$ cat src/assert_macros.svh
// Assertion macros for the scheduler RTL.
`ifndef ASSERT_MACROS_SVH
`define ASSERT_MACROS_SVH

// Same-cycle implication, disabled while reset is asserted.
`define ASSERT_IMPLIES(label, clk, rst_n, ante, cons) \
    label: assert property (@(posedge clk) disable iff (!rst_n) (ante) |-> (cons)) \
        else $error("scheduler assertion failed");

// Next-cycle implication, disabled while reset is asserted.
`define ASSERT_NEXT(label, clk, rst_n, ante, cons) \
    label: assert property (@(posedge clk) disable iff (!rst_n) (ante) |=> (cons)) \
        else $error("scheduler assertion failed");

`endif

$ cat src/ptrs_pkg.sv
// Package with constants, codes and types of the periodic task release scheduler.
`timescale 1ns / 1ps

package ptrs_pkg;

    localparam int TASK_SLOTS_DEF = 8;
    localparam int MAX_RESULTS = 8;
    localparam int KICK_W = 16;
    localparam logic [KICK_W-1:0] KICK_PERIOD_RST = 16'd100;
    localparam int TIME_W = 32;
    localparam int FUNC_W = 3;
    localparam int SLOT_W = 3;

    typedef enum logic [FUNC_W-1:0] {
        FN_TICK     = 3'd0,
        FN_REGISTER = 3'd1,
        FN_ENABLE   = 3'd2,
        FN_DISABLE  = 3'd3,
        FN_CLEAR    = 3'd4
    } func_t;

    typedef struct packed {
        logic              load;
        logic              en_set;
        logic              en_clr;
        logic              clr_all;
        logic [TIME_W-1:0] now;
        logic [TIME_W-1:0] period;
    } cell_cmd_t;

endpackage

$ cat src/periodic_task_release_scheduler.sv
// Top level of the periodic task release scheduler: command decode, scan control, results.
//
// Usage: drive func, now_ms, period_ms and slot with start high; the word is
// taken at a rising edge where start is high and busy is low. Results come
// one per cycle on released, task_index, kicked, accepted and final_res,
// each marked by done for exactly one cycle; final_res flags the last
// result of a command. The receiver cannot hold results off.
// Register, enable, disable, clear and unknown commands give one result in
// the cycle after acceptance and leave busy low, so one command per cycle.
// A tick passes a token down the chain of TASK_SLOTS task cells, one cell
// per cycle, then gives the closing result from the flush state; busy stays
// high through the scan and the flush, so the next word waits until both
// are done. Released tasks are reported in index order; each one is held
// until the token finds the next release and shows in the cycle after that,
// and the last comes after the scan with final_res.
// kick_period is written through cfg_we and cfg_wdata; the user must do so only
// while idle, as the block itself does not enforce it. Reset empties the task table,
// zeroes the last kick time and sets kick_period to 100.
`timescale 1ns / 1ps
`include "assert_macros.svh"

module periodic_task_release_scheduler #(
    parameter int TASK_SLOTS = ptrs_pkg::TASK_SLOTS_DEF
) (
    input  logic                           clk,
    input  logic                           rst_n,
    input  logic                           start,
    output logic                           busy,
    input  logic [ptrs_pkg::FUNC_W-1:0]    func,
    input  logic [ptrs_pkg::TIME_W-1:0]    now_ms,
    input  logic [ptrs_pkg::TIME_W-1:0]    period_ms,
    input  logic [ptrs_pkg::SLOT_W-1:0]    slot,
    input  logic                           cfg_we,
    input  logic [ptrs_pkg::KICK_W-1:0]    cfg_wdata,
    output logic                           done,
    output logic                           released,
    output logic [ptrs_pkg::SLOT_W-1:0]    task_index,
    output logic                           kicked,
    output logic                           accepted,
    output logic                           final_res
);

    localparam int IDX_W = (TASK_SLOTS > 1) ? $clog2(TASK_SLOTS) : 1;
    localparam int CNT_W = $clog2(TASK_SLOTS + 1);
    localparam int CMP_W = (CNT_W > ptrs_pkg::SLOT_W) ? CNT_W : ptrs_pkg::SLOT_W;
    localparam int RCNT_W = $clog2(ptrs_pkg::MAX_RESULTS + 1);
    localparam logic [IDX_W-1:0] LAST_IDX = IDX_W'(TASK_SLOTS - 1);
    localparam logic [CNT_W-1:0] FULL_CNT = CNT_W'(TASK_SLOTS);
    localparam logic [RCNT_W-1:0] MAX_CNT = RCNT_W'(ptrs_pkg::MAX_RESULTS);

    typedef enum logic [2:0] {
        ST_IDLE  = 3'b001,
        ST_SCAN  = 3'b010,
        ST_FLUSH = 3'b100
    } state_t;

    state_t                        state_reg, state_next;
    logic [CNT_W-1:0]              total_reg, total_next;
    logic [ptrs_pkg::TIME_W-1:0]   last_kick_reg, last_kick_next;
    logic [ptrs_pkg::KICK_W-1:0]   kick_period_reg;
    logic [ptrs_pkg::TIME_W-1:0]   now_reg, now_next;
    logic [IDX_W-1:0]              scan_idx_reg, scan_idx_next;
    logic [RCNT_W-1:0]             rcnt_reg, rcnt_next;
    logic                          pend_valid_reg, pend_valid_next;
    logic [ptrs_pkg::SLOT_W-1:0]   pend_idx_reg, pend_idx_next;
    logic                          any_hit_reg, any_hit_next;

    logic                          done_reg, done_next;
    logic                          released_reg, released_next;
    logic [ptrs_pkg::SLOT_W-1:0]   task_index_reg, task_index_next;
    logic                          kicked_reg, kicked_next;
    logic                          accepted_reg, accepted_next;
    logic                          final_res_reg, final_res_next;

    ptrs_pkg::cell_cmd_t           cmd;
    logic [CMP_W-1:0]              sel_idx;
    logic [CMP_W-1:0]              total_ext;
    logic [CMP_W-1:0]              slot_ext;
    logic [CMP_W-1:0]              scan_ext;
    logic                          take;
    logic                          tick_start;
    logic                          timeout;
    logic                          kick_now;
    logic                          hit_any;
    logic [TASK_SLOTS-1:0]         sel_vec;
    logic [TASK_SLOTS-1:0]         tok_vec;
    logic [TASK_SLOTS-1:0]         hit_vec;

    assign busy      = (state_reg != ST_IDLE);
    assign take      = start && !busy;
    assign total_ext = CMP_W'(total_reg);
    assign slot_ext  = CMP_W'(slot);
    assign scan_ext  = CMP_W'(scan_idx_reg);
    assign hit_any   = |hit_vec;
    assign timeout   = (now_reg - last_kick_reg) > ptrs_pkg::TIME_W'(kick_period_reg);
    assign kick_now  = any_hit_reg || timeout;

    genvar g;
    generate
        for (g = 0; g < TASK_SLOTS; g++)
        begin : g_cell
            assign sel_vec[g] = (sel_idx == CMP_W'(g));
            if (g == 0)
            begin : g_head
                ptrs_cell u_cell (
                    .clk     (clk),
                    .rst_n   (rst_n),
                    .cmd     (cmd),
                    .sel     (sel_vec[g]),
                    .tok_in  (tick_start),
                    .tok_out (tok_vec[g]),
                    .hit     (hit_vec[g])
                );
            end
            else
            begin : g_body
                ptrs_cell u_cell (
                    .clk     (clk),
                    .rst_n   (rst_n),
                    .cmd     (cmd),
                    .sel     (sel_vec[g]),
                    .tok_in  (tok_vec[g-1]),
                    .tok_out (tok_vec[g]),
                    .hit     (hit_vec[g])
                );
            end
        end
    endgenerate

    always_comb
    begin
        state_next      = state_reg;
        total_next      = total_reg;
        last_kick_next  = last_kick_reg;
        now_next        = now_reg;
        scan_idx_next   = scan_idx_reg;
        rcnt_next       = rcnt_reg;
        pend_valid_next = pend_valid_reg;
        pend_idx_next   = pend_idx_reg;
        any_hit_next    = any_hit_reg;
        done_next       = 1'b0;
        released_next   = 1'b0;
        task_index_next = '0;
        kicked_next     = 1'b0;
        accepted_next   = 1'b0;
        final_res_next  = 1'b0;
        cmd.load        = 1'b0;
        cmd.en_set      = 1'b0;
        cmd.en_clr      = 1'b0;
        cmd.clr_all     = 1'b0;
        cmd.now         = now_reg;
        cmd.period      = period_ms;
        sel_idx         = slot_ext;
        tick_start      = 1'b0;

        case (state_reg)
            ST_IDLE:
            begin
                if (take)
                begin
                    case (ptrs_pkg::func_t'(func))
                        ptrs_pkg::FN_TICK:
                        begin
                            tick_start      = 1'b1;
                            now_next        = now_ms;
                            scan_idx_next   = '0;
                            rcnt_next       = '0;
                            pend_valid_next = 1'b0;
                            any_hit_next    = 1'b0;
                            state_next      = ST_SCAN;
                        end
                        ptrs_pkg::FN_REGISTER:
                        begin
                            done_next      = 1'b1;
                            final_res_next = 1'b1;
                            if (total_reg < FULL_CNT)
                            begin
                                sel_idx         = total_ext;
                                cmd.load        = 1'b1;
                                total_next      = total_reg + CNT_W'(1);
                                accepted_next   = 1'b1;
                                task_index_next = total_ext[ptrs_pkg::SLOT_W-1:0];
                            end
                        end
                        ptrs_pkg::FN_ENABLE, ptrs_pkg::FN_DISABLE:
                        begin
                            done_next       = 1'b1;
                            final_res_next  = 1'b1;
                            accepted_next   = 1'b1;
                            task_index_next = slot;
                            if (slot_ext < total_ext)
                            begin
                                cmd.en_set = (func == ptrs_pkg::FN_ENABLE);
                                cmd.en_clr = (func == ptrs_pkg::FN_DISABLE);
                            end
                        end
                        ptrs_pkg::FN_CLEAR:
                        begin
                            done_next      = 1'b1;
                            final_res_next = 1'b1;
                            accepted_next  = 1'b1;
                            cmd.clr_all    = 1'b1;
                            total_next     = '0;
                            last_kick_next = now_ms;
                        end
                        default:
                        begin
                            done_next      = 1'b1;
                            final_res_next = 1'b1;
                        end
                    endcase
                end
            end
            ST_SCAN:
            begin
                if (hit_any)
                begin
                    any_hit_next = 1'b1;
                    if (rcnt_reg < MAX_CNT)
                    begin
                        if (pend_valid_reg)
                        begin
                            done_next       = 1'b1;
                            released_next   = 1'b1;
                            task_index_next = pend_idx_reg;
                            kicked_next     = 1'b1;
                            accepted_next   = 1'b1;
                        end
                        pend_valid_next = 1'b1;
                        pend_idx_next   = scan_ext[ptrs_pkg::SLOT_W-1:0];
                        rcnt_next       = rcnt_reg + RCNT_W'(1);
                    end
                end
                if (scan_idx_reg == LAST_IDX)
                begin
                    state_next = ST_FLUSH;
                end
                else
                begin
                    scan_idx_next = scan_idx_reg + IDX_W'(1);
                end
            end
            ST_FLUSH:
            begin
                done_next       = 1'b1;
                final_res_next  = 1'b1;
                accepted_next   = 1'b1;
                kicked_next     = kick_now;
                released_next   = pend_valid_reg;
                task_index_next = pend_valid_reg ? pend_idx_reg : '0;
                if (kick_now)
                begin
                    last_kick_next = now_reg;
                end
                state_next = ST_IDLE;
            end
            default:
            begin
                state_next = ST_IDLE;
            end
        endcase
    end

    always_ff @(posedge clk or negedge rst_n)
    begin
        if (!rst_n)
        begin
            state_reg       <= ST_IDLE;
            total_reg       <= '0;
            last_kick_reg   <= '0;
            kick_period_reg <= ptrs_pkg::KICK_PERIOD_RST;
            scan_idx_reg    <= '0;
            rcnt_reg        <= '0;
            pend_valid_reg  <= 1'b0;
            any_hit_reg     <= 1'b0;
            done_reg        <= 1'b0;
        end
        else
        begin
            state_reg      <= state_next;
            total_reg      <= total_next;
            last_kick_reg  <= last_kick_next;
            scan_idx_reg   <= scan_idx_next;
            rcnt_reg       <= rcnt_next;
            pend_valid_reg <= pend_valid_next;
            any_hit_reg    <= any_hit_next;
            done_reg       <= done_next;
            if (cfg_we)
            begin
                kick_period_reg <= cfg_wdata;
            end
        end
    end

    always_ff @(posedge clk)
    begin
        now_reg        <= now_next;
        pend_idx_reg   <= pend_idx_next;
        released_reg   <= released_next;
        task_index_reg <= task_index_next;
        kicked_reg     <= kicked_next;
        accepted_reg   <= accepted_next;
        final_res_reg  <= final_res_next;
    end

    assign done       = done_reg;
    assign released   = released_reg;
    assign task_index = task_index_reg;
    assign kicked     = kicked_reg;
    assign accepted   = accepted_reg;
    assign final_res  = final_res_reg;

    `ASSERT_IMPLIES(a_release_kicks, clk, rst_n, done_reg && released_reg, kicked_reg)
    `ASSERT_IMPLIES(a_one_token, clk, rst_n, 1'b1, $onehot0(tok_vec))
    `ASSERT_NEXT(a_scan_ends, clk, rst_n, (state_reg == ST_SCAN) && (scan_idx_reg == LAST_IDX), state_reg == ST_FLUSH)
    `ASSERT_NEXT(a_flush_final, clk, rst_n, state_reg == ST_FLUSH, done_reg && final_res_reg && !busy)

endmodule

$ cat src/ptrs_cell.sv
// One task slot: interval, last release time, enable bit and a scan token stage.
`timescale 1ns / 1ps

module ptrs_cell (
    input  logic                      clk,
    input  logic                      rst_n,
    input  ptrs_pkg::cell_cmd_t       cmd,
    input  logic                      sel,
    input  logic                      tok_in,
    output logic                      tok_out,
    output logic                      hit
);

    logic [ptrs_pkg::TIME_W-1:0] interval_reg;
    logic [ptrs_pkg::TIME_W-1:0] last_reg;
    logic [ptrs_pkg::TIME_W-1:0] elapsed;
    logic                        en_reg;
    logic                        tok_reg;

    assign elapsed = cmd.now - last_reg;
    assign hit     = tok_reg & en_reg & (elapsed >= interval_reg);
    assign tok_out = tok_reg;

    always_ff @(posedge clk or negedge rst_n)
    begin
        if (!rst_n)
        begin
            en_reg  <= 1'b0;
            tok_reg <= 1'b0;
        end
        else
        begin
            tok_reg <= tok_in;
            if (cmd.clr_all)
            begin
                en_reg <= 1'b0;
            end
            else if (sel && (cmd.load || cmd.en_set))
            begin
                en_reg <= 1'b1;
            end
            else if (sel && cmd.en_clr)
            begin
                en_reg <= 1'b0;
            end
        end
    end

    always_ff @(posedge clk)
    begin
        if (sel && cmd.load)
        begin
            interval_reg <= cmd.period;
            last_reg     <= '0;
        end
        else if (hit)
        begin
            last_reg <= cmd.now;
        end
    end

endmodule

$ cat config.mk
export PLATFORM = sky130hd
export DESIGN_NAME = periodic_task_release_scheduler
export DESIGN_NICKNAME = d
export VERILOG_FILES = /design/src/ptrs_pkg.sv /design/src/periodic_task_release_scheduler.sv /design/src/ptrs_cell.sv
export VERILOG_INCLUDE_DIRS = /design/src /design/src/src
export SDC_FILE = /design/constraint.sdc
export NUM_CORES = 2
export LEC_CHECK = 0
export ABC_AREA = 1
export BUFFER_PORTS_ARGS = -buffer_cell sky130_fd_sc_hd__buf_2
export CORE_ASPECT_RATIO = 0.9
export CORE_MARGIN = 8
export CORE_UTILIZATION = 60
export DETAILED_ROUTE_END_ITERATION = 16
export HOLD_SLACK_MARGIN = 0.15
export PLACE_DENSITY_LB_ADDON = 0.12
export SLEW_MARGIN = 10
export SYNTH_ARGS = -nofsm -noshare
export SYNTH_HDL_FRONTEND = slang
export SYNTH_SLANG_ARGS = --single-unit
$ cat constraint.sdc
create_clock -name clk -period 10.6 [get_ports clk]
set_clock_uncertainty 0.1 [all_clocks]
set_input_delay 0 -clock clk [delete_from_list [all_inputs] [get_ports clk]]
set_output_delay 0 -clock clk [all_outputs]
set_load 0.005 [all_outputs]
# Yosys cells after proc, flatten, opt, wreduce, memory -nomap -nowiden
# Index checks and enable logic that the tools add are counted.
[word_totals]
reg_bits = 635
input_bits = 90
output_inout_bits = 9
elab_cells = 248
[op_classes]
add_sub_neg = 12
magnitude_cmp = 12
n_eq_ne = 25
n_mux = 83
n_bitwise = 16
n_reduce_logical = 52
[ops]
columns = ["op", "n"]
rows = [
  ["$sub A32 B32 Y32", 9],
  ["$ge A32 B32 Y1", 8],
  ["$mux W32", 3],
  ["$pmux W32 S2", 1],
  ["$mux W4", 11],
  ["$mux W1", 41],
  ["$mux W3", 11],
  ["$gt A32 B16 Y1", 1],
  ["$logic_and A1 B1 Y1", 25],
  ["$reduce_bool A3 Y1", 8],
  ["$pmux W3 S2", 3],
  ["$and A1 B1 Y1", 16],
  ["$eq A4 B3 Y1 const B", 4],
  ["$pmux W4 S2", 2],
  ["$reduce_and A4 Y1", 4],
  ["$ne A2 B2 Y1 const B", 7],
  ["$pmux W1 S2", 6],
  ["$eq A3 B2 Y1 const B", 3],
  ["$eq A3 B3 Y1 const B", 3],
  ["$pmux W3 S3", 1],
  ["$reduce_and A3 Y1", 3],
  ["$add A4 B1 Y4 const B", 2],
  ["$eq A4 B2 Y1 const B", 2],
  ["$lt A4 B4 Y1 const B", 2],
  ["other kinds (17)", 24],
]

# Logic depth before layout (Yosys ltp)
[depth]
ltp_word = 10
ltp_mapped = 30
ltp_nobuf = 30

# Hierarchy
# Synthesis repeated with hierarchy kept, for this count alone.
[hier_totals]
cells_unflattened = 6804
hier_area_um2 = 49212.2
[by_module_without_submodules]
columns = ["module", "n_inst", "cells_each", "area_each_um2", "seq_area_each_um2"]
rows = [
  ["ptrs_cell at g_cell[2].g_body.u_cell ...", 4, 712, 5206.2, 1651.6],
  ["ptrs_cell at g_cell[0].g_head.u_cell ...", 2, 719, 5217.5, 1651.6],
  ["periodic_task_release_scheduler", 1, 1105, 7514.7, 2822.7],
  ["ptrs_cell at g_cell[6].g_body.u_cell", 1, 709, 5248.8, 1651.6],
  ["ptrs_cell at g_cell[7].g_body.u_cell", 1, 704, 5188.7, 1651.6],
]

# Worst setup path before layout
# Ideal clock, no wire load.
[synth_path]
path_type = "register to register"
start = "reg now_reg[1] (netlist name)"
end = "reg pend_idx_reg[0] (netlist name) (enable)"
setup_ns = 0.310
t_arrival_ns = 4.135
required_time_ns = 10.190
path_slack_ns = 6.055
stages_incl_launch_ff = 23
path_buffers = 0
period_less_slack_ns = 4.545
path_cell_list = "edfxtp_1 ha_1 nand3_1 nand2_1 a21boi_0 o21ai_0 a21boi_0 o21ai_0 xor2_1 ha_1 nand2_1 nor2_1 nand4_1 or2_2 nand3_1 nand2_1 nand2_1 nand2_1 nand2_1 nor2_1 nand2_1 nand2_1 inv_1"
[synth_via]
elab_chain_len = 5
elab_cells_between_ends = 26
cone_classes = "8 x add/sub; 8 x order compare; 8 x bitwise; 2 x reduce/logical"
[synth_rtl]
columns = ["element", "line", "source"]
rows = [
  ["start, declared", "periodic_task_release_scheduler.sv:61", "logic [ptrs_pkg::TIME_W-1:0] now_reg, now_next;"],
  ["start signal, assigned", "periodic_task_release_scheduler.sv:297", "now_reg <= now_next;"],
  ["$sub A32 B32 Y32", "ptrs_cell.sv:20", "assign elapsed = cmd.now - last_reg;"],
  ["$ge A32 B32 Y1", "ptrs_cell.sv:21", "assign hit = tok_reg & en_reg & (elapsed >= interval_reg);"],
  ["$and A1 B1 Y1", "ptrs_cell.sv:21", ""],
  ["$reduce_or A8 Y1 *", "periodic_task_release_scheduler.sv:94", "assign hit_any = |hit_vec;"],
  ["$reduce_and A3 Y1 (no source line) *", "n/a", ""],
  ["end signal, assigned", "periodic_task_release_scheduler.sv:298", "pend_idx_reg <= pend_idx_next;"],
  ["end, declared", "periodic_task_release_scheduler.sv:65", "logic [ptrs_pkg::SLOT_W-1:0] pend_idx_reg, pend_idx_next;"],
]
# Every way passes the cells marked *; elsewhere a longest branch is shown, timed or not.
# A chain may end at the register's enable or synchronous reset.

# Worst setup path after layout
[layout_path]
start = "reg now_reg[0] (netlist name)"
end = "reg pend_idx_reg[2] (netlist name) (enable)"
# The elaborated chain is that of the path after synthesis.

==> impl_metrics.ini <==
[timing]
finalSetupViolCount = 0
fmax_ghz = 0.161
tightest_slew_ns = 1.10
slew_headroom_pct = 26.3
fin_crit_sh_pct = 58.7
fin_tns_setup_ns = 0
hold_viol_final = 0
rsz0062_at_grt = false
period_needed_ns = 6.22
maxSlewViolCount = 0

[logic_synthesis]
syn_nets = 6206
synth_edf_count = 291
synth-xor-area-share_pct = 5.23
synth_fa_ha_area_share_pct = 16.3
synth_area_leaders = edfxtp_1 (20%), ha_1 (16%), dfxtp_1 (12%), nand2_1 (8.6%), inv_1 (7.8%)
yosys.area_share.simple_pct = 16.0
synth.distinct_cells = 52
synth_seq_cells = 635
ys_seq_area_share_pct = 36.5
async_flop_share_pct = 12.8
yosysWarnings = 0
synth.area.mux_share_pct = 0.0257
synth_ff_type = edfxtp_1
synth_area_per_cell_sq_um = 7.91
synth_top_area_cell = edfxtp_1
syn_inst = 5550
synth_compound_area_share_pct = 16.6
synth_top_area_share_pct = 19.9
synth_top_family_by_area = compound AO/OA/AOI/OAI gates
syn_area_sq_um = 43900

[drt]
postRouteAntennaNets = 0
wl_per_cell_um = 19.4
via_count = 39200
drc = 0
drt-total-wl_mm = 132
via_per_inst = 5.74
detail_route.iter0.violations = 2963
first_pass_iters = 6

[critical_path]
required_ns = 10.85
cp.arrival_ns = 6.46
r2r_slack_ns = 4.38
cp_max_fo = 63
worst_setup_path_end_kind = flip-flop
crit_type = reg2reg
reg2reg_from = now_reg[0]
rr_worst_depth = 26
r2r_end = pend_idx_reg[2]
startpoint_type = flip-flop

[power]
peakVddDrop_mv = 0.153
cellLeakagePower_nw = 23.4
combPwrFrac_pct = 44.8
seq_power_share_pct = 29.4
pwr-share-clk_pct = 25.8
switching_share_pct = 39.4
p_per_area_nw_per_um2 = 206
internal_power_mw = 6.20
p_sw_mw = 4.03

[global_route]
grt_start_max_net_pins = 75
grt_pass1_wl_mm = 205
met3_usage_pct = 3.73
antenna_found_initial = 1
met1_usage_pct = 37.2
track_usage_pct = 31.4
grt.busiest_layer = met2
grt_use_met2_pct = 55.7
grt_pass1_vias = 38500
overflow = 0

[clocking]
clock_latency_ns = 0.63
numCtsBuffers = 73
clockBufferDepth = 3
htreeDepth = 3
clockRootBuffer = clkbuf_16
clkTransAtPathRegs_ns = 0.06
cts_tree = yes
cts_hold_buf = 177
cts_resized = 0
cts_setup_buffers = 0
cts.sinks = 635

[min_path]
hold_end = last_kick_reg[25]
hold_class = in2reg
hold_start = now_ms[25]
whs_path_depth = 6

[die]
dieHeight_um = 273
fp-row-count = 94
start_util_pct = 60.3
die_area_sq_um = 82100
coreArea_sq_um = 72800
ioPinCount = 99
die_w_um = 301

[cells_and_area]
layout.nets = 6462
drive_gt1_share_pct = 5.34
area.growth.synth_to_final_pct = 13.3
final_area_sq_um = 49700

[placed_design]
portBuffers = 98
gp_congestion = 1.05
dp_hpwl_mm = 97.2
dpl_cell_area_sq_um = 45500

[status]
status = finished, final reports clean

[flow_run]
maxCapViolCount = 0
## worst max-delay path by stage
stage / start / to / slack, ns / cells after the start
floorplan: now_reg[1] / pend_idx_reg[0] / 6.06 / 22
global placement: now_reg[0] / pend_idx_reg[1] / 4.58 / 26
detailed placement: now_reg[0] / pend_idx_reg[1] / 4.51 / 26
CTS: now_reg[0] / pend_idx_reg[2] / 4.48 / 26
global route: now_reg[0] / rcnt_reg[1] / 4.00 / 28
finish: now_reg[0] / pend_idx_reg[2] / 4.38 / 26
## power by group through the flow
stage / Clock [mW] / Combinational, mW / Sequential (mW)
after floorplan: 0 / 3.28 / 3.03
final: 2.64 / 4.58 / 3.01
after detailed placement: 0 / 4.43 / 3.05
after CTS: 2.67 / 4.53 / 3.01
after global routing: 2.77 / 5.15 / 3.04
after global placement: 0 / 4.35 / 3.05
## metal layers
metal  part of all wire (%)  vias to the layer above
li1                       -                    19300
met1                     40                    18200
met2                     49                     1313
met5                      0                        -
met3                    5.6                      394
met4                    5.6                        0
## stage by stage
| step | total power [mW] | util [%] | hold WS [ns] | setup slack [ns] | instances |
|---|---|---|---|---|---|
| 6_report | 10.2 | 68.3 | 0.166 | 4.38 | 6826 |
| 4_1_cts | 10.2 | 68.3 | 0.151 | 4.48 | 6825 |
| 2_1_floorplan | 6.32 | - | -0.396 | 6.06 | 5550 |
| 3_3_place_gp | 7.39 | 62.4 | -0.116 | 4.58 | 6514 |
| 5_1_grt | 11.0 | 68.3 | 0.189 | 4.00 | 6825 |
| 3_5_place_dp | 7.48 | 62.4 | -0.113 | 4.51 | 6514 |
## cell usage in the layout (no fill, tap or decap), drive strengths merged, types with 7 or more instances in the layout
cell	Yosys	final
nand2	1007	1007
inv	923	929
a21oi	677	677
ha	557	557
nor2	388	388
edfxtp	291	291
dfxtp	263	263
o21ai	212	212
o22ai	187	187
dlygate4sd3	0	176
xor2	165	165
nand3	160	160
buf	34	152
xnor2	97	97
clkbuf	113	97
a211oi	78	78
dfrtp	77	77
nor3	70	70
nand4	55	55
a31oi	30	30
o211ai	24	24
a21boi	23	23
clkinv	1	22
nor4	20	20
a21o	17	17
o21a	17	17
fa	9	9
bufinv	0	9
o221ai	8	8
nand3b	7	7
## cell families (layout without fill, tap and decap cells)
logic type      after synthesis  in the layout
fa+ha+maj                   566            566
flops                       635            635
mux                           1              1
other cells                   0              1
compound gates             1298           1298
buf+inv                    1071           1386
simple gates               1717           1717
xor+xnor                    262            262
## cell usage after synthesis (8+ instances only)
master	instances
nor2_1	383
nand3_1	160
a31oi_1	30
inv_2	8
o21ai_0	209
xnor2_1	97
o221ai_1	8
o211ai_1	24
nor4_1	20
buf_2	29
fa_1	9
dfxtp_1	263
a211oi_1	78
a21oi_1	675
ha_1	557
a21boi_0	23
clkbuf_1	113
nand4_1	55
inv_1	915
o22ai_1	187
xor2_1	165
o21a_1	17
a21o_1	17
nand2_1	1003
edfxtp_1	291
dfrtp_1	77
nor3_1	67
## critical path, stage by stage (launching register included)
cell	delay [ns]
edfxtp_1	0.37
clkinv_1	0.05
buf_4	0.26
ha_1	0.21
inv_1	0.07
fa_1	0.40
nand3_1	0.11
nand2_1	0.09
a21boi_0	0.60
o21ai_0	0.39
a21boi_0	0.46
o21ai_0	0.23
a21oi_1	0.21
xnor2_1	0.15
ha_1	0.25
nand2_1	0.06
nor2_1	0.06
a21oi_1	0.20
o21a_1	0.13
nand2_1	0.06
nand2_2	0.05
buf_4	0.49
nand2_1	0.09
nor2_1	0.24
nand2_1	0.22
nand2_1	0.22
inv_1	0.14
## final cells by class
class	count	area, sq um
multi-input combinational	3844	23900
timing repair buffer	328	2670
tap	960	1200
sequential	635	16000
clock buffer	97	2040
inverter	924	3470
antenna	1	2.50
clock inverter	37	430
fill	6098	23100
Power figures use the tool's default switching activity.
